File: src/rtl/jdri_pkg.sv
// ----------------------------------------------------------------------------
// jdri_pkg
// Types, constants and register codes shared by the joystick deadband and
// rate integrator block and its serial divider.
// ----------------------------------------------------------------------------
package jdri_pkg;

  localparam int NUM_CHANNELS_DEF = 4;

  localparam int CH_W       = 2;
  localparam int SMP_W      = 16;
  localparam int HALF_W     = 12;
  localparam int CMD_W      = 11;
  localparam int APB_ADDR_W = 5;
  localparam int APB_DATA_W = 32;

  // span between a deadband edge and a travel limit can reach 65535
  localparam int DIV_DEN_W = 17;
  localparam int DIV_QUO_W = 9;
  localparam int DIV_NUM_W = DIV_DEN_W + DIV_QUO_W;

  localparam logic [CMD_W-1:0] CMD_MIN       = 11'd1000;
  localparam logic [CMD_W-1:0] CMD_MID       = 11'd1500;
  localparam logic [CMD_W-1:0] CMD_MAX       = 11'd2000;
  localparam logic [CMD_W-1:0] THR_SLOW_EDGE = 11'd1080;

  localparam logic [8:0]           MAP_SPAN    = 9'd500;
  localparam logic [DIV_DEN_W-1:0] GAIN_SCALE  = DIV_DEN_W'(100);

  localparam logic [3:0] GAIN_THR_FAST = 4'd10;
  localparam logic [3:0] GAIN_THR_SLOW = 4'd3;
  localparam logic [3:0] GAIN_YAW      = 4'd6;
  localparam logic [3:0] GAIN_PR       = 4'd3;

  localparam logic [SMP_W-1:0]  STICK_MIN_RST     = 16'h0000;
  localparam logic [SMP_W-1:0]  STICK_MAX_RST     = 16'h4400;
  localparam logic [SMP_W-1:0]  STICK_CENTER_RST  = 16'h2220;
  localparam logic [SMP_W-1:0]  PITCH_CENTER_RST  = 16'h2240;
  localparam logic [HALF_W-1:0] DEADBAND_HALF_RST = 12'h040;

  localparam logic [CH_W-1:0] CH_THROTTLE = 2'd0;
  localparam logic [CH_W-1:0] CH_YAW      = 2'd1;
  localparam logic [CH_W-1:0] CH_PITCH    = 2'd2;

  typedef enum logic [2:0] {
    REG_STICK_MIN     = 3'd0,
    REG_STICK_MAX     = 3'd1,
    REG_STICK_CENTER  = 3'd2,
    REG_PITCH_CENTER  = 3'd3,
    REG_DEADBAND_HALF = 3'd4
  } reg_idx_t;

  typedef enum logic [1:0] {
    TK_MID = 2'd0,
    TK_LO  = 2'd1,
    TK_HI  = 2'd2,
    TK_SAT = 2'd3
  } tgt_kind_t;

  typedef struct packed {
    logic [CH_W-1:0]  channel;
    logic [SMP_W-1:0] sample;
  } jdri_in_t;

  typedef struct packed {
    logic [CH_W-1:0]  channel_out;
    logic [CMD_W-1:0] target;
    logic [CMD_W-1:0] command;
  } jdri_out_t;

  typedef struct packed {
    logic                 start;
    logic [DIV_NUM_W-1:0] num;
    logic [DIV_DEN_W-1:0] den;
  } div_req_t;

  typedef struct packed {
    logic                 done;
    logic [DIV_QUO_W-1:0] quo;
    logic                 rem_nz;
  } div_rsp_t;

endpackage

File: src/rtl/jdri_div.sv
// ----------------------------------------------------------------------------
// jdri_div
// Restoring divider, one quotient bit per cycle. The quotient must fit in
// DIV_QUO_W bits (top bits of the numerator below the divisor).
// ----------------------------------------------------------------------------
module jdri_div (
  input  logic               clk,
  input  logic               rst_n,
  input  jdri_pkg::div_req_t req,
  output jdri_pkg::div_rsp_t rsp
);
  import jdri_pkg::*;

  localparam int CNT_W = $clog2(DIV_QUO_W + 1);

  logic [DIV_DEN_W-1:0] rem_r, rem_nxt;
  logic [DIV_DEN_W-1:0] den_r;
  logic [DIV_QUO_W-1:0] numlo_r;
  logic [DIV_QUO_W-1:0] quo_r;
  logic [CNT_W-1:0]     cnt_r;
  logic                 done_r;
  logic [DIV_DEN_W:0]   rem_sh;
  logic [DIV_DEN_W:0]   rem_sub;
  logic                 qbit;

  always_comb begin
    rem_sh  = {rem_r, numlo_r[DIV_QUO_W-1]};
    rem_sub = rem_sh - {1'b0, den_r};
    qbit    = (rem_sh >= {1'b0, den_r});
    rem_nxt = qbit ? rem_sub[DIV_DEN_W-1:0] : rem_sh[DIV_DEN_W-1:0];
  end

  always_ff @(posedge clk) begin
    if (!rst_n) begin
      cnt_r  <= '0;
      done_r <= 1'b0;
    end else begin
      done_r <= (cnt_r == CNT_W'(1));
      if (req.start) begin
        cnt_r <= CNT_W'(DIV_QUO_W);
      end else if (cnt_r != '0) begin
        cnt_r <= cnt_r - CNT_W'(1);
      end
    end
  end

  always_ff @(posedge clk) begin
    if (req.start) begin
      rem_r   <= req.num[DIV_NUM_W-1 -: DIV_DEN_W];
      numlo_r <= req.num[DIV_QUO_W-1:0];
      den_r   <= req.den;
      quo_r   <= '0;
    end else if (cnt_r != '0) begin
      rem_r   <= rem_nxt;
      numlo_r <= {numlo_r[DIV_QUO_W-2:0], 1'b0};
      quo_r   <= {quo_r[DIV_QUO_W-2:0], qbit};
    end
  end

  assign rsp.done   = done_r;
  assign rsp.quo    = quo_r;
  assign rsp.rem_nz = |rem_r;

endmodule

File: src/rtl/joystick_deadband_rate_integrator.sv
// ----------------------------------------------------------------------------
// joystick_deadband_rate_integrator
// An input beat is taken only in ST_IDLE; in_stall holds off the next beat
// until the result is registered, after two 9-step passes of the shared divider.
// The next input beat may be taken while the previous result is still held.
// Reset (sync, rst_n low): registers to defaults, throttle command 1000,
// other channel commands 1500, output empty.
// ----------------------------------------------------------------------------
module joystick_deadband_rate_integrator #(
  parameter int NUM_CHANNELS = jdri_pkg::NUM_CHANNELS_DEF
) (
  input  logic                                clk,
  input  logic                                rst_n,
  input  logic                                in_valid,
  output logic                                in_stall,
  input  jdri_pkg::jdri_in_t                  in_data,
  output logic                                out_valid,
  input  logic                                out_stall,
  output jdri_pkg::jdri_out_t                 out_data,
  input  logic                                cfg_psel,
  input  logic                                cfg_penable,
  input  logic                                cfg_pwrite,
  input  logic [jdri_pkg::APB_ADDR_W-1:0]     cfg_paddr,
  input  logic [jdri_pkg::APB_DATA_W-1:0]     cfg_pwdata,
  output logic [jdri_pkg::APB_DATA_W-1:0]     cfg_prdata,
  output logic                                cfg_pready
);
  import jdri_pkg::*;

  localparam int CH_IDX_W = (NUM_CHANNELS > 1) ? $clog2(NUM_CHANNELS) : 1;

  typedef enum logic [7:0] {
    ST_IDLE = 8'b0000_0001,
    ST_MAP  = 8'b0000_0010,
    ST_MUL  = 8'b0000_0100,
    ST_DIV1 = 8'b0000_1000,
    ST_TGT  = 8'b0001_0000,
    ST_KSET = 8'b0010_0000,
    ST_DIV2 = 8'b0100_0000,
    ST_FIN  = 8'b1000_0000
  } state_t;

  state_t state_r, state_nxt;

  logic [SMP_W-1:0]  stick_min_r, stick_max_r, stick_center_r, pitch_center_r;
  logic [HALF_W-1:0] deadband_half_r;
  logic              cfg_wr;
  logic [2:0]        cfg_idx;

  logic [CH_W-1:0]   ch_r;
  logic [SMP_W-1:0]  smp_r;
  tgt_kind_t         code_r, code_nxt;
  logic [SMP_W-1:0]  x_r, x_nxt;
  logic [DIV_DEN_W-1:0] den_r, den_nxt;
  logic [CMD_W-1:0]  tgt_r, tgt_nxt;
  logic [CMD_W-1:0]  old_r;
  logic              neg_r;
  logic [CMD_W-1:0]  cmd_r [NUM_CHANNELS];
  logic              out_valid_r;
  jdri_out_t         out_r;

  logic              ch_impl, is_yaw, fin_go;
  logic [CH_IDX_W-1:0] ch_idx;

  logic signed [17:0]   s18, mn18, mx18, ctr18, half18, lo18, hi18;
  logic [SMP_W-1:0]     ctr, xlo, xhi;
  logic [DIV_DEN_W-1:0] dlo, dhi;
  logic                 in_lo, in_hi;

  logic signed [11:0] diff;
  logic signed [15:0] diff16, g16, kprod;
  logic [3:0]         gain;
  logic [12:0]        kmag;

  logic signed [12:0] fq, vsum;
  logic [CMD_W-1:0]   cmd_calc, cmd_fin;

  div_req_t div_req;
  div_rsp_t div_rsp;

  jdri_div u_div (
    .clk   (clk),
    .rst_n (rst_n),
    .req   (div_req),
    .rsp   (div_rsp)
  );

  // configuration port
  assign cfg_wr     = cfg_psel && cfg_penable && cfg_pwrite;
  assign cfg_idx    = cfg_paddr[4:2];
  assign cfg_pready = 1'b1;

  always_ff @(posedge clk) begin
    if (!rst_n) begin
      stick_min_r     <= STICK_MIN_RST;
      stick_max_r     <= STICK_MAX_RST;
      stick_center_r  <= STICK_CENTER_RST;
      pitch_center_r  <= PITCH_CENTER_RST;
      deadband_half_r <= DEADBAND_HALF_RST;
    end else if (cfg_wr) begin
      case (cfg_idx)
        REG_STICK_MIN:     stick_min_r     <= cfg_pwdata[SMP_W-1:0];
        REG_STICK_MAX:     stick_max_r     <= cfg_pwdata[SMP_W-1:0];
        REG_STICK_CENTER:  stick_center_r  <= cfg_pwdata[SMP_W-1:0];
        REG_PITCH_CENTER:  pitch_center_r  <= cfg_pwdata[SMP_W-1:0];
        REG_DEADBAND_HALF: deadband_half_r <= cfg_pwdata[HALF_W-1:0];
        default: ;
      endcase
    end
  end

  always_comb begin
    case (cfg_idx)
      REG_STICK_MIN:     cfg_prdata = APB_DATA_W'(stick_min_r);
      REG_STICK_MAX:     cfg_prdata = APB_DATA_W'(stick_max_r);
      REG_STICK_CENTER:  cfg_prdata = APB_DATA_W'(stick_center_r);
      REG_PITCH_CENTER:  cfg_prdata = APB_DATA_W'(pitch_center_r);
      REG_DEADBAND_HALF: cfg_prdata = APB_DATA_W'(deadband_half_r);
      default:           cfg_prdata = '0;
    endcase
  end

  // sequencer
  assign fin_go   = (state_r == ST_FIN) && (!out_valid_r || !out_stall);
  assign in_stall = (state_r != ST_IDLE);

  always_comb begin
    state_nxt = state_r;
    case (state_r)
      ST_IDLE: if (in_valid) state_nxt = ST_MAP;
      ST_MAP:  state_nxt = ST_MUL;
      ST_MUL:  state_nxt = ST_DIV1;
      ST_DIV1: if (div_rsp.done) state_nxt = ST_TGT;
      ST_TGT:  state_nxt = ST_KSET;
      ST_KSET: state_nxt = ST_DIV2;
      ST_DIV2: if (div_rsp.done) state_nxt = ST_FIN;
      ST_FIN:  if (fin_go) state_nxt = ST_IDLE;
      default: state_nxt = ST_IDLE;
    endcase
  end

  assign ch_impl = ({30'b0, ch_r} < 32'(NUM_CHANNELS));
  assign ch_idx  = CH_IDX_W'(ch_r);
  assign is_yaw  = (ch_r == CH_YAW);

  // range classification
  always_comb begin
    ctr    = (ch_r == CH_PITCH) ? pitch_center_r : stick_center_r;
    s18    = $signed({2'b0, smp_r});
    mn18   = $signed({2'b0, stick_min_r});
    mx18   = $signed({2'b0, stick_max_r});
    ctr18  = $signed({2'b0, ctr});
    half18 = $signed({6'b0, deadband_half_r});
    lo18   = ctr18 - half18;
    hi18   = ctr18 + half18;
    in_lo  = (s18 >= mn18) && (s18 <= lo18);
    in_hi  = (s18 <= mx18) && (s18 >= hi18);
    dlo    = DIV_DEN_W'(lo18 - mn18);
    dhi    = DIV_DEN_W'(mx18 - hi18);
    xlo    = 16'(s18 - mn18);
    xhi    = 16'(s18 - hi18);
    code_nxt = TK_MID;
    x_nxt    = xlo;
    den_nxt  = dlo;
    if (smp_r[SMP_W-1]) begin
      code_nxt = TK_SAT;
    end else if (in_lo) begin
      code_nxt = (dlo == '0) ? TK_MID : TK_LO;
    end else if (in_hi) begin
      code_nxt = (dhi == '0) ? TK_MID : TK_HI;
      x_nxt    = xhi;
      den_nxt  = dhi;
    end else if (s18 > mx18) begin
      code_nxt = TK_SAT;
    end
  end

  // target from first quotient
  always_comb begin
    case (code_r)
      TK_SAT:  tgt_nxt = is_yaw ? CMD_MIN : CMD_MAX;
      TK_LO:   tgt_nxt = is_yaw ? (CMD_MAX - CMD_W'(div_rsp.quo))
                                : (CMD_MIN + CMD_W'(div_rsp.quo));
      TK_HI:   tgt_nxt = is_yaw ? (CMD_MID - CMD_W'(div_rsp.quo))
                                : (CMD_MID + CMD_W'(div_rsp.quo));
      default: tgt_nxt = CMD_MID;
    endcase
  end

  // integrator step: gain * (target - 1500), divided by 100
  always_comb begin
    if (ch_r == CH_THROTTLE) begin
      gain = (old_r < THR_SLOW_EDGE) ? GAIN_THR_FAST : GAIN_THR_SLOW;
    end else if (is_yaw) begin
      gain = GAIN_YAW;
    end else begin
      gain = GAIN_PR;
    end
    diff   = $signed({1'b0, tgt_r}) - $signed({1'b0, CMD_MID});
    diff16 = 16'(diff);
    g16    = $signed({12'b0, gain});
    kprod  = diff16 * g16;
    kmag   = kprod[15] ? 13'(-kprod) : 13'(kprod);
  end

  always_comb begin
    div_req.start = (state_r == ST_MUL) || (state_r == ST_KSET);
    if (state_r == ST_MUL) begin
      div_req.num = DIV_NUM_W'(x_r) * DIV_NUM_W'(MAP_SPAN);
      div_req.den = den_r;
    end else begin
      div_req.num = DIV_NUM_W'(kmag);
      div_req.den = GAIN_SCALE;
    end
  end

  // floor division result, overrides and clamp
  always_comb begin
    fq = neg_r ? -($signed(13'(div_rsp.quo)) + $signed(13'(div_rsp.rem_nz)))
               : $signed(13'(div_rsp.quo));
    vsum = $signed({2'b0, old_r}) + fq;
    if (vsum < $signed({2'b0, CMD_MIN})) begin
      cmd_calc = CMD_MIN;
    end else if (vsum > $signed({2'b0, CMD_MAX})) begin
      cmd_calc = CMD_MAX;
    end else begin
      cmd_calc = vsum[CMD_W-1:0];
    end
    if (ch_r == CH_THROTTLE && tgt_r == CMD_MIN) begin
      cmd_calc = CMD_MIN;
    end else if (ch_r != CH_THROTTLE && tgt_r == CMD_MID) begin
      cmd_calc = CMD_MID;
    end
    cmd_fin = ch_impl ? cmd_calc : CMD_MID;
  end

  // control registers
  always_ff @(posedge clk) begin
    if (!rst_n) begin
      state_r     <= ST_IDLE;
      out_valid_r <= 1'b0;
      for (int i = 0; i < NUM_CHANNELS; i++) begin
        cmd_r[i] <= (i == 0) ? CMD_MIN : CMD_MID;
      end
    end else begin
      state_r <= state_nxt;
      if (fin_go) begin
        out_valid_r <= 1'b1;
      end else if (!out_stall) begin
        out_valid_r <= 1'b0;
      end
      if (fin_go && ch_impl) begin
        cmd_r[ch_idx] <= cmd_fin;
      end
    end
  end

  // datapath registers
  always_ff @(posedge clk) begin
    if (state_r == ST_IDLE && in_valid) begin
      ch_r  <= in_data.channel;
      smp_r <= in_data.sample;
    end
    if (state_r == ST_MAP) begin
      code_r <= code_nxt;
      x_r    <= x_nxt;
      den_r  <= den_nxt;
    end
    if (state_r == ST_TGT) begin
      tgt_r <= tgt_nxt;
      old_r <= ch_impl ? cmd_r[ch_idx] : CMD_MID;
    end
    if (state_r == ST_KSET) begin
      neg_r <= kprod[15];
    end
    if (fin_go) begin
      out_r.channel_out <= ch_r;
      out_r.target      <= tgt_r;
      out_r.command     <= cmd_fin;
    end
  end

  assign out_valid = out_valid_r;
  assign out_data  = out_r;

  a_out_from_fin: assert property (@(posedge clk) disable iff (!rst_n)
    $rose(out_valid_r) |-> $past(state_r == ST_FIN))
    else $error("result beat raised outside the final step");

  a_cmd_range: assert property (@(posedge clk) disable iff (!rst_n)
    out_valid_r |-> (out_r.command >= CMD_MIN && out_r.command <= CMD_MAX))
    else $error("command out of range");

  a_tgt_range: assert property (@(posedge clk) disable iff (!rst_n)
    out_valid_r |-> (out_r.target >= CMD_MIN && out_r.target <= CMD_MAX))
    else $error("target out of range");

  a_div_done_state: assert property (@(posedge clk) disable iff (!rst_n)
    div_rsp.done |-> (state_r == ST_DIV1 || state_r == ST_DIV2))
    else $error("divider finished outside a divide step");

endmodule
File: config.mk
export PLATFORM = sky130hd
export DESIGN_NAME = joystick_deadband_rate_integrator
export DESIGN_NICKNAME = d
export VERILOG_FILES = /design/src/rtl/jdri_pkg.sv /design/src/rtl/jdri_div.sv /design/src/rtl/joystick_deadband_rate_integrator.sv
export SDC_FILE = /design/constraint.sdc
export NUM_CORES = 1
export LEC_CHECK = 0
export BUFFER_PORTS_ARGS = -buffer_cell sky130_fd_sc_hd__buf_2
export CORE_ASPECT_RATIO = 1.5
export CORE_UTILIZATION = 35
export DETAILED_ROUTE_END_ITERATION = 10
export GPL_TIMING_DRIVEN = 1
export PLACE_DENSITY = 0.51
export REMOVE_ABC_BUFFERS = 1
export SLEW_MARGIN = 20
export SYNTH_ARGS = -nofsm -noshare
export SYNTH_HDL_FRONTEND = slang
export SYNTH_HIERARCHICAL = 1
export SYNTH_SLANG_ARGS = --single-unit
File: constraint.sdc
create_clock -name clk -period 10.4 [get_ports clk]
set_input_delay 1.56 -clock clk [delete_from_list [all_inputs] [get_ports clk]]
set_output_delay 1.56 -clock clk [all_outputs]
set_load 0.005 [all_outputs]
---- Word level (Yosys, flattened, before mapping) ----
Memories as Yosys holds them, arrays and structs flattened. A register that Yosys moved wholly into a read port is not among the register bits.
Index checks and enable logic that the tools add are counted.
word-level totals
  register bits after elaboration ......... 231
  output and inout bits ................... 59
  logic and storage cells ................. 156
  bits in writable memories ............... 44
  latch bits .............................. 0
  bits in read-only memories .............. 0
  input bits .............................. 62
  memories kept ........................... 1
cells by class
  equal/unequal tests ..................... 26
  multiply operators ...................... 2
  reductions and logical operators ........ 28
  mux-type cells .......................... 48
  divide/modulo/power cells ............... 0
  shifts and indexed selects .............. 0
  $lt $le $gt $ge ......................... 9
  bitwise logic cells ..................... 1
  $add $sub $neg .......................... 17
memory list
  memory  depth  bits a word  read ports  clocked after Yosys merged registers in  wr ports  line                                     text
  cmd_r   4      11           1           1                                        4         joystick_deadband_rate_integrator.sv:58  logic [CMD_W-1:0] cmd_r [NUM_CHANNELS];
operators by type and width
  cell                                                 number
  2-to-1 mux 17 bit                                    6
  2-to-1 mux 11 bit                                    8
  one-hot mux 16 bit (5 select lines)                  1
  2-to-1 mux 16 bit                                    4
  one-hot mux 8 bit (8 select lines)                   1
  2-to-1 mux 42 bit                                    1
  logical NOT 17 bit                                   2
  subtractor 17 bit                                    2
  one-hot mux 11 bit (3 select lines)                  1
  2-to-1 mux 8 bit                                     4
  subtractor 16 bit                                    2
  2-to-1 mux 13 bit                                    2
  multiplier 16 x 7 -> 23 bit (second input constant)  1
  >= comparator 18 x 17 -> 1 bit                       1
  2-to-1 mux 9 bit                                     2
  adder 16 x 12 -> 17 bit                              1
  >= comparator 16 x 17 -> 1 bit                       1
  <= comparator 17 bit                                 1
  OR reduction 17 bit                                  1
  subtractor 16 x 12 -> 17 bit                         1
  subtractor 16 x 17 -> 17 bit                         1
  >= comparator 16 bit                                 1
  > comparator 16 bit                                  1
  <= comparator 16 bit                                 1
  other kinds (49)                                     84

---- Longest topological paths before layout ----
Gate-level depths: netlist of run 1.
  depth in word-level cells ............... 11
  depth in mapped cells ................... 29
  gate-level depth less buffers ........... 27

---- Hierarchy ----
Netlist of run 1, hierarchy kept.
by module, submodules not included
  module                             area an instance (µm²)  cells each  seq. area each (µm²)  instances
  joystick_deadband_rate_integrator  20997.6                 2339        6025.8                1
  jdri_div                           3372.0                  322         1571.5                1

---- Worst setup path after synthesis of run 1 ----
Ideal clock, no wire load.
  kind .................................... flip-flop to flip-flop
  start point ............................. reg ch_r[1], in the netlist ch_idx[1]
  end point ............................... reg u_div.rem_r[0] (data pin)
  buffers on the path ..................... 4
  arrival time ............................ 5.716 ns
  slack ................................... 4.424 ns
  cell stages (with the launch flop) ...... 25
  data required time ...................... 10.140 ns
  library setup time ...................... 0.260 ns
  clock period less this slack ............ 5.976 ns
  cell sequence ........................... edfxtp_1 clkbuf_1 nand2b_1 clkbuf_1 clkbuf_1 buf_1 nor2_1 ha_1 inv_1 fa_1 fa_1 inv_1 ha_1 o21a_1 a211o_1 a21o_1 a211o_1 a31o_2 a21oi_1 xnor2_1 inv_2 and2_1 xnor2_1 a21oi_1 mux2_2
RTL lines
  what                    line                                      text
  from (decl)             joystick_deadband_rate_integrator.sv:50   logic [CH_W-1:0] ch_r;
  from (signal assigned)  joystick_deadband_rate_integrator.sv:261  ch_r <= in_data.channel;
  to (signal assigned)    jdri_div.sv:49                            rem_r <= req.num[DIV_NUM_W-1 -: DIV_DEN_W];
  to (signal assigned)    jdri_div.sv:54                            rem_r <= rem_nxt;
  to (decl)               jdri_div.sv:16                            logic [DIV_DEN_W-1:0] rem_r, rem_nxt;

---- Final worst setup path of run 1 ----
  start point ............................. reg ch_r[0], in the netlist ch_idx[0]
  end point ............................... reg x_r[0] (data pin)
between the ends
  longest elaborated chain between the ends .. 8
  elaborated cells on any way between the ends .. 12
  those cells by class .................... add/sub (3); order compare (2); eq/ne (1); mux (4); reduce/logical (2)
ends and longest elaborated chain
  what                            line                                      text
  equality test 2 bit (*)         joystick_deadband_rate_integrator.sv:148  ctr = (ch_r == CH_PITCH) ? pitch_center_r : stick_center_r;
  2-to-1 mux 16 bit (*)           joystick_deadband_rate_integrator.sv:148
  adder 16 x 12 -> 17 bit         joystick_deadband_rate_integrator.sv:155  hi18 = ctr18 + half18;
  >= comparator 16 x 17 -> 1 bit  joystick_deadband_rate_integrator.sv:157  in_hi = (s18 <= mx18) && (s18 >= hi18);
  logical AND 1 bit               joystick_deadband_rate_integrator.sv:157
  2-to-1 mux 16 bit               joystick_deadband_rate_integrator.sv:169  end else if (in_hi) begin
  2-to-1 mux 16 bit (*)           joystick_deadband_rate_integrator.sv:167  end else if (in_lo) begin
  2-to-1 mux 16 bit (*)           joystick_deadband_rate_integrator.sv:165  if (smp_r[SMP_W-1]) begin
  via x_nxt[0]                    joystick_deadband_rate_integrator.sv:53   logic [SMP_W-1:0] x_r, x_nxt;
  to (signal assigned)            joystick_deadband_rate_integrator.sv:266  x_r <= x_nxt;
  to (decl)                       joystick_deadband_rate_integrator.sv:53
Mark *: on every way through the listed nets, which the timed path passes. The rest lies on a longest branch.
A chain may end at the register's enable or synchronous reset.

==> run_results.csv, run 1 <==
group,metric,value,unit
timing,clock_skew,10.59,ps
placed_design,portBuffers,85,
floorplan,die_w,217.5,um
logic_synthesis,synth-edff-count,187,
placed_design,dp_hpwl,53040,um
power,p_total,5.022,mW
power,switching_share,0.4005,
floorplan,core-area,68950,um2
setup_path,critical_path.endpoint_type,"register",
flow_run,maxCapViolCount,0,
routing,drtIter0Drc,781,
cells_and_area,final_nets,3114,
setup_path,required,10830,ps
logic_synthesis,synth.most_common_cell,"nand2_1",
cts,cts_tree,"yes",
logic_synthesis,netlist_area,24370,um2
logic_synthesis,synth_top_area_share,0.2304,
logic_synthesis,yosysTopAreaCell,"edfxtp_1",
routing,final_antenna_net_count,0,
cts,ctsHoldBuffers,0,
routing,wl_met3,1862,um
timing,final.period_utilization,0.7202,
cts,path_clk_slew,60,ps
timing,rsz0062_at_grt,"false",
power,p_leak,10.69,nW
min_path,whs_endpoint,"stick_min_r[15]",
placed_design,gp_congestion,0.8526,
logic_synthesis,yosys-top-cells-count,"nand2_1 (318), ha_1 (260), inv_1 (207)",
logic_synthesis,avgSynthCellArea,9.158,um2
logic_synthesis,ys_ff_latch,286,
routing,wl_per_cell,18.32,um
timing,worstMarginPinSlew,1126,ps
setup_path,cp.arrival,7920,ps
power,power_density,188.2,nW/um2
timing,setup-tns-final,0,ps
setup_path,worstPathMaxFanout,43,
floorplan,floorplan.initialDensity,0.3534,
cells_and_area,fin_util,0.3870,
floorplan,die_h,325.2,um
global_route,grt_max_degree,82,
routing,maxUsedRoutingLayer,"met4",
cts,htree_levels,1,
global_route,globalRouteTotalUtil,0.1889,
setup_path,critical_path_class,"reg -> reg",
power,p_sw,2.012,mW
cts,root_buffer,"clkbuf_16",
setup_path,worstReg2RegEnd,"x_r[0]",
routing,drc,0,
logic_synthesis,async_flop_share,0,
floorplan,io_pins,121,
logic_synthesis,yosysWarnings,6,
routing,wl_met1,27120,um
min_path,hp-class,"reg -> reg",
routing,via_per_inst,5.284,
timing,finalMaxSlewViolations,0,
setup_path,start_kind,"register",
timing,setup_viol,0,
global_route,grt_overflow,0,
routing,wirelength,66530,um
power,pwr-share-seq,0.297,
setup_path,ff2ff_path_depth,25,
min_path,hold-path-cell-count,2,
cts,clkSinkCount,286,
routing,dr.pass1.iters,5,
setup_path,reg2reg_setup_slack,2910,ps
cells_and_area,fin_area,26680,um2
floorplan,rows,118,
cts,cts.repair.resized,0,
cts,cts_buffers,31,
timing,hold_violations,0,
placed_design,dpl-instance-area,25640,um2
cts,postCtsSetupBuffers,0,
timing,maxSlewHeadroom,0.2478,
routing,route.met2.wl,35120,um
power,max-vdd-ir-drop,146.2,uV
logic_synthesis,seq_area_frac_synth,0.3118,
logic_synthesis,syn_inst,2661,
logic_synthesis,ys.flop_type,"edfxtp_1",
global_route,antenna_found_initial,1,
timing,fmax,133.5,MHz
cts,clock_latency,600,ps
outcome,status,"finished, final reports clean",
cells_and_area,drive_above_1_share,0.09337,
setup_path,reg2reg_from,"ch_idx[0]",
power,p_int,3.010,mW
cts,clk_path_buf_depth,3,
timing,layout_min_cycle_time,7490,ps
floorplan,dieArea,70710,um2
cells_and_area,syn2layout_area_growth,9.488,%
min_path,holdCritStartpoint,"stick_min_r[15]",
global_route,grt_pass1_vias,19910,
logic_synthesis,synth.area.top_cells,"edfxtp_1 (23%), ha_1 (13%), dfxtp_1 (8.1%)",
global_route,grt_pass1_wl,106500,um
power,p_clk_frac,0.226,
logic_synthesis,ys_types,92,
power,power_frac_comb,0.476,
routing,vias,19190,
[metrics by stage]
stage	cells	hold WS, ps	worst slack (ps)
floorplan	2564	452.6	3646
global placement	3573	461.2	2957
detailed placement	3573	471.9	2975
CTS	3631	481.7	2945
global route	3632	503.3	2377
finish	3632	480.3	2910
[power groups by stage]
stage	sequential (mW)	clock, mW	combinational [mW]
floorplan	1.48	0	1.81
global placement	1.52	0	2.35
detailed placement	1.52	0	2.39
CTS	1.49	1.18	2.41
global route	1.51	1.21	2.68
finish	1.49	1.14	2.39
[placed cells by master, fill, tap and decap left out, types with 14 or more instances in the layout]
cell type  count
nor2b_1       52
o21ai_0      104
o22ai_1       20
a211oi_1      29
a21oi_1      159
a21o_1        29
conb_1        18
a31oi_1       14
nor2_1       199
nand2b_1      49
nand2_1      317
a21boi_0      62
mux2i_1       35
mux4_2        15
and2_1        26
nand4_1       22
xnor2_1       95
a22oi_1       29
o21bai_1      21
dfxtp_1       99
o31ai_1       16
buf_4         24
nor3_1        55
inv_1        207
nand3_1       55
clkbuf_16     31
edfxtp_1     187
nand3b_1      14
o21a_1        33
buf_2         85
xor2_1        52
mux2_2        26
fa_1          86
ha_1         260
[registers in the layout (all words and copies together), names as in the netlist, 2 cells and up]
name / count
ch_idx: 2
cmd_r: 44
code_r: 2
deadband_half_r: 12
den_r: 17
old_r: 11
out_data: 24
pitch_center_r: 16
smp_r: 16
state_r: 8
stick_center_r: 16
stick_max_r: 16
stick_min_r: 16
tgt_r: 11
u_div/cnt_r: 4
u_div/den_r: 17
u_div/numlo_r: 9
u_div/quo_r: 9
u_div/rem_r: 17
x_r: 16
[worst max path at each step]
stage                         start   endpoint  cells past startpoint
after global routing      ch_idx[0]     x_r[0]                     26
after global placement    ch_idx[0]   den_r[4]                     25
after floorplan           ch_idx[0]  den_r[10]                     22
final                     ch_idx[0]     x_r[0]                     25
after detailed placement  ch_idx[0]     x_r[0]                     26
after CTS                 ch_idx[0]     x_r[0]                     26
[cells by family (layout without fill, tap and decap cells)]
| logic type | after synthesis | in the layout | share of synthesized area |
|---|---|---|---|
| mux | 76 | 76 | 0.04025 |
| compound gates | 605 | 605 | 0.1647 |
| flops | 286 | 286 | 0.3118 |
| fa+ha+maj | 346 | 346 | 0.2041 |
| simple gates | 877 | 877 | 0.1710 |
| other cells | 2 | 19 | 0.0003082 |
| xor+xnor | 148 | 148 | 0.05350 |
| buf+inv | 321 | 375 | 0.05437 |
[worst max-delay path: stages (launching register included)]
cell,delay (ps)
edfxtp_1,350
buf_4,260
nand2b_1,280
buf_4,270
nand2_1,90
nand2_1,90
inv_1,60
ha_1,160
inv_1,60
fa_1,420
a211oi_1,420
o21a_1,280
nor3_1,100
o31ai_1,440
nand2_1,120
xor2_1,290
inv_1,80
ha_1,410
nand4_1,210
nor4_1,550
a211oi_1,140
a2111oi_0,850
nor3_1,180
nand3_2,640
buf_4,300
mux2i_1,230
[layout make-up]
type / count / area (um2)
Timing Repair Buffer: 109 / 605.6
Inverter: 208 / 780.7
Antenna cell: 1 / 2.502
Fill cell: 6851 / 42270
Multi-Input combinational cell: 2070 / 15530
Tap cell: 900 / 1126
Clock buffer: 39 / 849.6
Clock inverter: 19 / 187.7
Sequential cell: 286 / 7597
[per-layer routing]
metal / GRT usage / up-vias
met2: 0.3571 / 332
met3: 0.01393 / 117
met1: 0.2175 / 9279
met5: 0 / -
met4: 0.07149 / 0
li1: - / 9464
No activity file was read; power rests on OpenSTA's default activity.
==> run 2, diff against run 1 <==
PLACE_DENSITY = 0.53   (was 0.51)
clock period = 6.6 ns   (was 10.4 ns; I/O delays follow)
==> run_results.csv, run 2 (synthesis results as in run 1) <==
group,metric,value,unit
power,max-vdd-ir-drop,244.3,uV
setup_path,worstPathMaxFanout,8,
cells_and_area,regArea,7597,um2
cts,clkSinkCount,286,
routing,drtIter0Drc,960,
routing,vias,19210,
setup_path,cpMaxStageDelayCell,"or4_1",
timing,setup_viol,0,
timing,maxSlewHeadroom,0.4198,
cts,ctsHoldBuffers,0,
power,p_leak,10.72,nW
power,switching_share,0.4012,
global_route,grt_overflow,0,
floorplan,rows,118,
cells_and_area,final_cell_mix,"nand2_1 (317), ha_1 (260), inv_1 (207)",
placed_design,dpl-instance-area,25750,um2
timing,final.period_utilization,0.9434,
cts,clock_latency,610,ps
power,p_clk_frac,0.223,
routing,drc,0,
outcome,status,"finished, final reports clean",
cells_and_area,fin_util,0.3886,
cts,postCtsSetupBuffers,0,
global_route,grt_pass1_wl,107000,um
cts,htree_levels,1,
setup_path,path_common_cell,"ha_1",
setup_path,required,6930,ps
timing,fmax,160.6,MHz
floorplan,io_pins,121,
timing,layout_min_cycle_time,6227,ps
power,power_frac_comb,0.480,
timing,worstMarginPinSlew,870.3,ps
routing,wirelength,66130,um
power,p_total,7.959,mW
cts,root_buffer,"clkbuf_16",
power,pwr-share-seq,0.296,
routing,dr.pass1.iters,6,
routing,final_antenna_net_count,0,
cts,path_clk_slew,70,ps
floorplan,dieArea,70710,um2
cells_and_area,fin_area,26790,um2
power,p_sw,3.193,mW
global_route,globalRouteTotalUtil,0.1889,
cts,cts_tree,"yes",
cells_and_area,largest_reg_flops,44,
min_path,hp-class,"reg -> reg",
placed_design,portBuffers,85,
setup_path,cp.arrival,6550,ps
global_route,grt_pass1_vias,20190,
floorplan,floorplan.initialDensity,0.3534,
cells_and_area,top_register,"cmd_r",
timing,hold_violations,0,
cells_and_area,fillers,6832,
cts,cts_buffers,30,
floorplan,die_w,217.5,um
timing,rsz0062_at_grt,"false",
floorplan,die_h,325.2,um
cells_and_area,layout_commonest_cell,"nand2_1",
setup_path,critPathMaxStageDelay,660,ps
timing,finalMaxSlewViolations,0,
power,p_int,4.766,mW
timing,clock_skew,14.94,ps
cells_and_area,syn2layout_area_growth,9.945,%
cells_and_area,final_nets,3126,
flow_run,maxCapViolCount,0,
global_route,antenna_found_initial,2,
cts,clk_path_buf_depth,3,
cells_and_area,multi_input_area,15550,um2
setup_path,crit_path_cell_trace,"nor4_2, nand4_1, or4_1, inv_1, ha_1, ha_1, inv_1, ha_1, o21bai_1, a21oi_1, xnor2_1, a21oi_1, ha_1, or3_2, o31ai_2, a21oi_4, xnor2_2, or4_4, o211a_1, or4_1, nor2_4, nand4_1",
placed_design,dp_hpwl,52840,um
setup_path,critical_path_class,"reg -> reg",
routing,wl_per_cell,18.15,um
global_route,grt_max_degree,85,
placed_design,gp_congestion,0.8957,
cells_and_area,drive_above_1_share,0.09701,
power,power_density,297.1,nW/um2
setup_path,start_kind,"register",
routing,via_per_inst,5.274,
setup_path,critical_path.endpoint_type,"register",
floorplan,core-area,68950,um2
-- run 2: path summary, 6_finish.rpt --
check	startpoint	depth (start not counted)	endpoint	slack (ps)
setup / recovery	u_div/rem_r[16]	22	cmd_r[2][8]	370
hold / removal	pitch_center_r[3]	2	pitch_center_r[3]	480
setup reg to reg	u_div/rem_r[16]	22	cmd_r[2][8]	370
hold reg to reg	pitch_center_r[3]	2	pitch_center_r[3]	480
-- run 2: power by group through the flow --
stage,Sequential [mW],Combinational (mW),Clock (mW)
global route,2.38,4.29,1.88
detailed placement,2.39,3.81,0
CTS,2.36,3.84,1.83
finish,2.36,3.82,1.78
global placement,2.39,3.73,0
floorplan,2.34,2.86,0
-- run 2: layer usage --
| metal | track usage | share of wire | wire length, um | vias up |
|---|---|---|---|---|
| met5 | 0 | 0 | 0 | - |
| met4 | 0.09109 | 0.046 | 3062 | 0 |
| met3 | 0.01412 | 0.029 | 1891 | 143 |
| met2 | 0.3541 | 0.53 | 34830 | 378 |
| met1 | 0.2122 | 0.40 | 26350 | 9217 |
| li1 | - | - | - | 9474 |
-- run 2: final cells by class --
type,count,share of cell area
multi-input cells,2070,0.5805
flip-flops and latches,286,0.2836
well taps,900,0.04203
inverters,208,0.02914
clock buffers,34,0.02895
repair buffers,122,0.02671
clock inverters,22,0.009013
diodes,1,0.00009340
-- run 2: timing repair --
| action | in CTS | in global routing |
|---|---|---|
| endpoints found under the hold margin | 0 | 0 |
| gates resized for setup | 0 | 3 |
| endpoints found under the setup margin | 0 | 8 |
-- run 2: critical path: cells and delay by family, from the launching register on --
family	cells	cell delay [ps]
AND/OR/NAND/NOR	8	3060
XOR/XNOR	2	350
AO/OA/AOI/OAI	6	1020
adder cells (fa/ha/maj)	4	860
buffers and inverters	2	210
flip-flops	1	430
-- run 2: per-stage QoR --
| stage | setup TNS (ps) | instances | worst slack [ps] | hold slack (ps) |
|---|---|---|---|---|
| floorplan | -852.9 | 2564 | -154.0 | 452.6 |
| global placement | 0 | 3586 | 187.2 | 463.9 |
| detailed placement | 0 | 3586 | 165.7 | 474.4 |
| CTS | 0 | 3642 | 138.5 | 484.1 |
| global route | 0 | 3643 | 49.61 | 506.2 |
| finish | 0 | 3643 | 373.3 | 483.5 |
==> run 3, diff against run 2 <==
CELL_PAD_IN_SITES_DETAIL_PLACEMENT = 0   (was unset)
CELL_PAD_IN_SITES_GLOBAL_PLACEMENT = 2   (was unset)
PLACE_DENSITY = 0.76   (was 0.53)
SYNTH_HIERARCHICAL = unset   (was 1)
==> run_results.csv, run 3 <==
group,metric,value,unit
floorplan,io_pins,121,
logic_synthesis,synth-simple-area-share,0.1562,
routing,wirelength,67530,um
outcome,status,"finished, final reports clean",
cells_and_area,drive_above_1_share,0.09665,
setup_path,reg2reg_setup_slack,430,ps
setup_path,critical_path.endpoint_type,"register",
routing,final_antenna_net_count,0,
min_path,holdCritStartpoint,"stick_center_r[8]",
cells_and_area,final_cell_mix,"nand2_1 (263), ha_1 (260), edfxtp_1 (187)",
logic_synthesis,synth.area.top_cells,"edfxtp_1 (23%), ha_1 (14%), dfxtp_1 (8.3%)",
logic_synthesis,yosys-top-cells-count,"nand2_1 (264), ha_1 (260), edfxtp_1 (187)",
cells_and_area,n_antenna_cell,0,
global_route,grt_pass1_wl,106700,um
setup_path,worstPathMaxFanout,21,
cts,cts.repair.resized,0,
setup_path,critical_path_class,"reg -> reg",
flow_run,maxCapViolCount,0,
setup_path,start_kind,"register",
floorplan,floorplan.initialDensity,0.3535,
cells_and_area,fin_util,0.3921,
global_route,globalRouteTotalUtil,0.1947,
global_route,grt_max_degree,41,
routing,dr.pass1.iters,5,
logic_synthesis,async_flop_share,0,
timing,setup-tns-final,0,ps
setup_path,reg2reg_from,"ch_idx[0]",
cts,clock_latency,610,ps
logic_synthesis,synth-edff-count,187,
logic_synthesis,yosysTopAreaCell,"edfxtp_1",
setup_path,cp.arrival,6520,ps
timing,fmax,162.0,MHz
setup_path,required,6950,ps
logic_synthesis,netlist_area,23960,um2
floorplan,core-area,67780,um2
placed_design,dpl-instance-area,25530,um2
timing,clock_skew,23.22,ps
min_path,hold-path-cell-count,2,
cts,path_clk_slew,70,ps
setup_path,worstReg2RegEnd,"x_r[13]",
timing,worstMarginPinSlew,1006,ps
logic_synthesis,synth_top_family_by_area,"adder cells",
global_route,antenna_found_initial,0,
power,power_density,297.8,nW/um2
cts,root_buffer,"clkbuf_16",
timing,layout_min_cycle_time,6174,ps
logic_synthesis,seq_area_frac_synth,0.3170,
placed_design,gp_congestion,0.8433,
logic_synthesis,avgSynthCellArea,9.394,um2
cts,ctsHoldBuffers,0,
routing,drc,0,
cts,htree_levels,1,
cts,clk_path_buf_depth,3,
timing,setup_viol,0,
timing,rsz0062_at_grt,"false",
power,p_leak,10.73,nW
floorplan,die_h,322.5,um
cts,cts_tree,"yes",
global_route,grt_pass1_vias,19660,
cts,cts_buffers,31,
cells_and_area,final_nets,3042,
logic_synthesis,syn_inst,2551,
logic_synthesis,synth_compound_area_frac,0.1631,
floorplan,die_w,215.6,um
routing,drtIter0Drc,897,
timing,maxSlewHeadroom,0.3275,
cells_and_area,top_register,"cmd_r",
logic_synthesis,yosys.area_share.adder,0.2076,
logic_synthesis,ys_types,76,
power,max-vdd-ir-drop,209.1,uV
logic_synthesis,yosys.area_share.xor_xnor,0.05665,
logic_synthesis,ys.flop_type,"edfxtp_1",
cts,clkSinkCount,286,
timing,holdWs,478.7,ps
logic_synthesis,ys_ff_latch,286,
timing,final.period_utilization,0.9355,
logic_synthesis,synthMuxAreaShare,0.05133,
cells_and_area,layout_commonest_cell,"nand2_1",
min_path,whs_endpoint,"stick_center_r[8]",
power,p_total,7.915,mW
timing,hold_violations,0,
logic_synthesis,synth_top_area_share,0.2343,
min_path,hp-class,"reg -> reg",
logic_synthesis,yosysWarnings,0,
logic_synthesis,synth.most_common_cell,"nand2_1",
placed_design,portBuffers,85,
timing,finalMaxSlewViolations,0,
cells_and_area,largest_reg_flops,44,
placed_design,dp_hpwl,55000,um
floorplan,rows,117,
setup_path,ff2ff_path_depth,21,
global_route,grt_overflow,0,
cts,postCtsSetupBuffers,0,
cells_and_area,fin_area,26580,um2
cells_and_area,syn2layout_area_growth,10.92,%
routing,vias,18630,
floorplan,dieArea,69540,um2
routing,wl_per_cell,19.02,um
routing,via_per_inst,5.247,
[run 3: where the power goes]
part	leakage (nW)	switching, mW	total (mW)	internal (mW)
sequential	2.46	0.169	2.35	2.18
clock	0.504	0.764	1.80	1.03
combinational	7.77	2.21	3.77	1.56
total	10.7	3.15	7.92	4.77
[run 3: kinds of logic (layout without fill, tap and decap cells)]
kind of cell	after synthesis	in the layout
mux	100	100
xor+xnor	155	155
flops	286	286
compound gates	600	600
other cells	2	17
buf+inv	284	377
fa+ha+maj	346	346
simple gates	778	778
[run 3: worst max path at each step]
stage / cells after the start / end / slack, ps / startpoint
after global placement: 21 / x_r[13] / 460 / ch_idx[0]
after floorplan: 18 / x_r[13] / -80 / ch_idx[0]
after detailed placement: 21 / x_r[13] / 430 / ch_idx[0]
final: 21 / x_r[13] / 430 / ch_idx[0]
after CTS: 21 / x_r[13] / 410 / ch_idx[0]
after global routing: 21 / x_r[13] / 60 / ch_idx[0]
[run 3: area by class of cell]
type                       instances  area, um2
timing repair buffer             134      805.8
sequential                       286       7597
fill                            6776      41200
inverter                         185      694.4
clock buffer                      46      905.9
multi-input combinational       1996      15320
clock inverter                    12      137.6
tap                              892       1116
[run 3: through the flow]
step,setup WS [ps],cells
final,426.0,3551
after global routing,61.50,3551
after CTS,406.8,3551
after detailed placement,434.2,3493
after global placement,462.3,3493
after floorplan,-76.38,2467
[run 3: routing by layer]
metal | up-vias | routed length (um) | share of wire | global-route usage
met2 | 309 | 36340 | 0.54 | 0.3833
met3 | 116 | 1418 | 0.021 | 0.01386
met1 | 8957 | 27140 | 0.40 | 0.2118
met4 | 0 | 2622 | 0.039 | 0.07959
li1 | 9249 | - | - | -
met5 | - | 0 | 0 | 0
[run 3: critical path, stage by stage (launching register included)]
cell	delay, ps
edfxtp_1	400
nor2b_2	300
mux2_2	400
ha_1	360
o21bai_1	220
a21oi_1	160
nor2_1	80
o31ai_1	420
a2111oi_0	210
buf_4	190
o41ai_1	450
buf_4	190
nand2b_1	70
xnor2_1	190
ha_1	410
nand4_1	140
or4_1	600
a31oi_1	200
o21ai_0	150
nand2b_1	240
buf_12	190
mux2_1	320
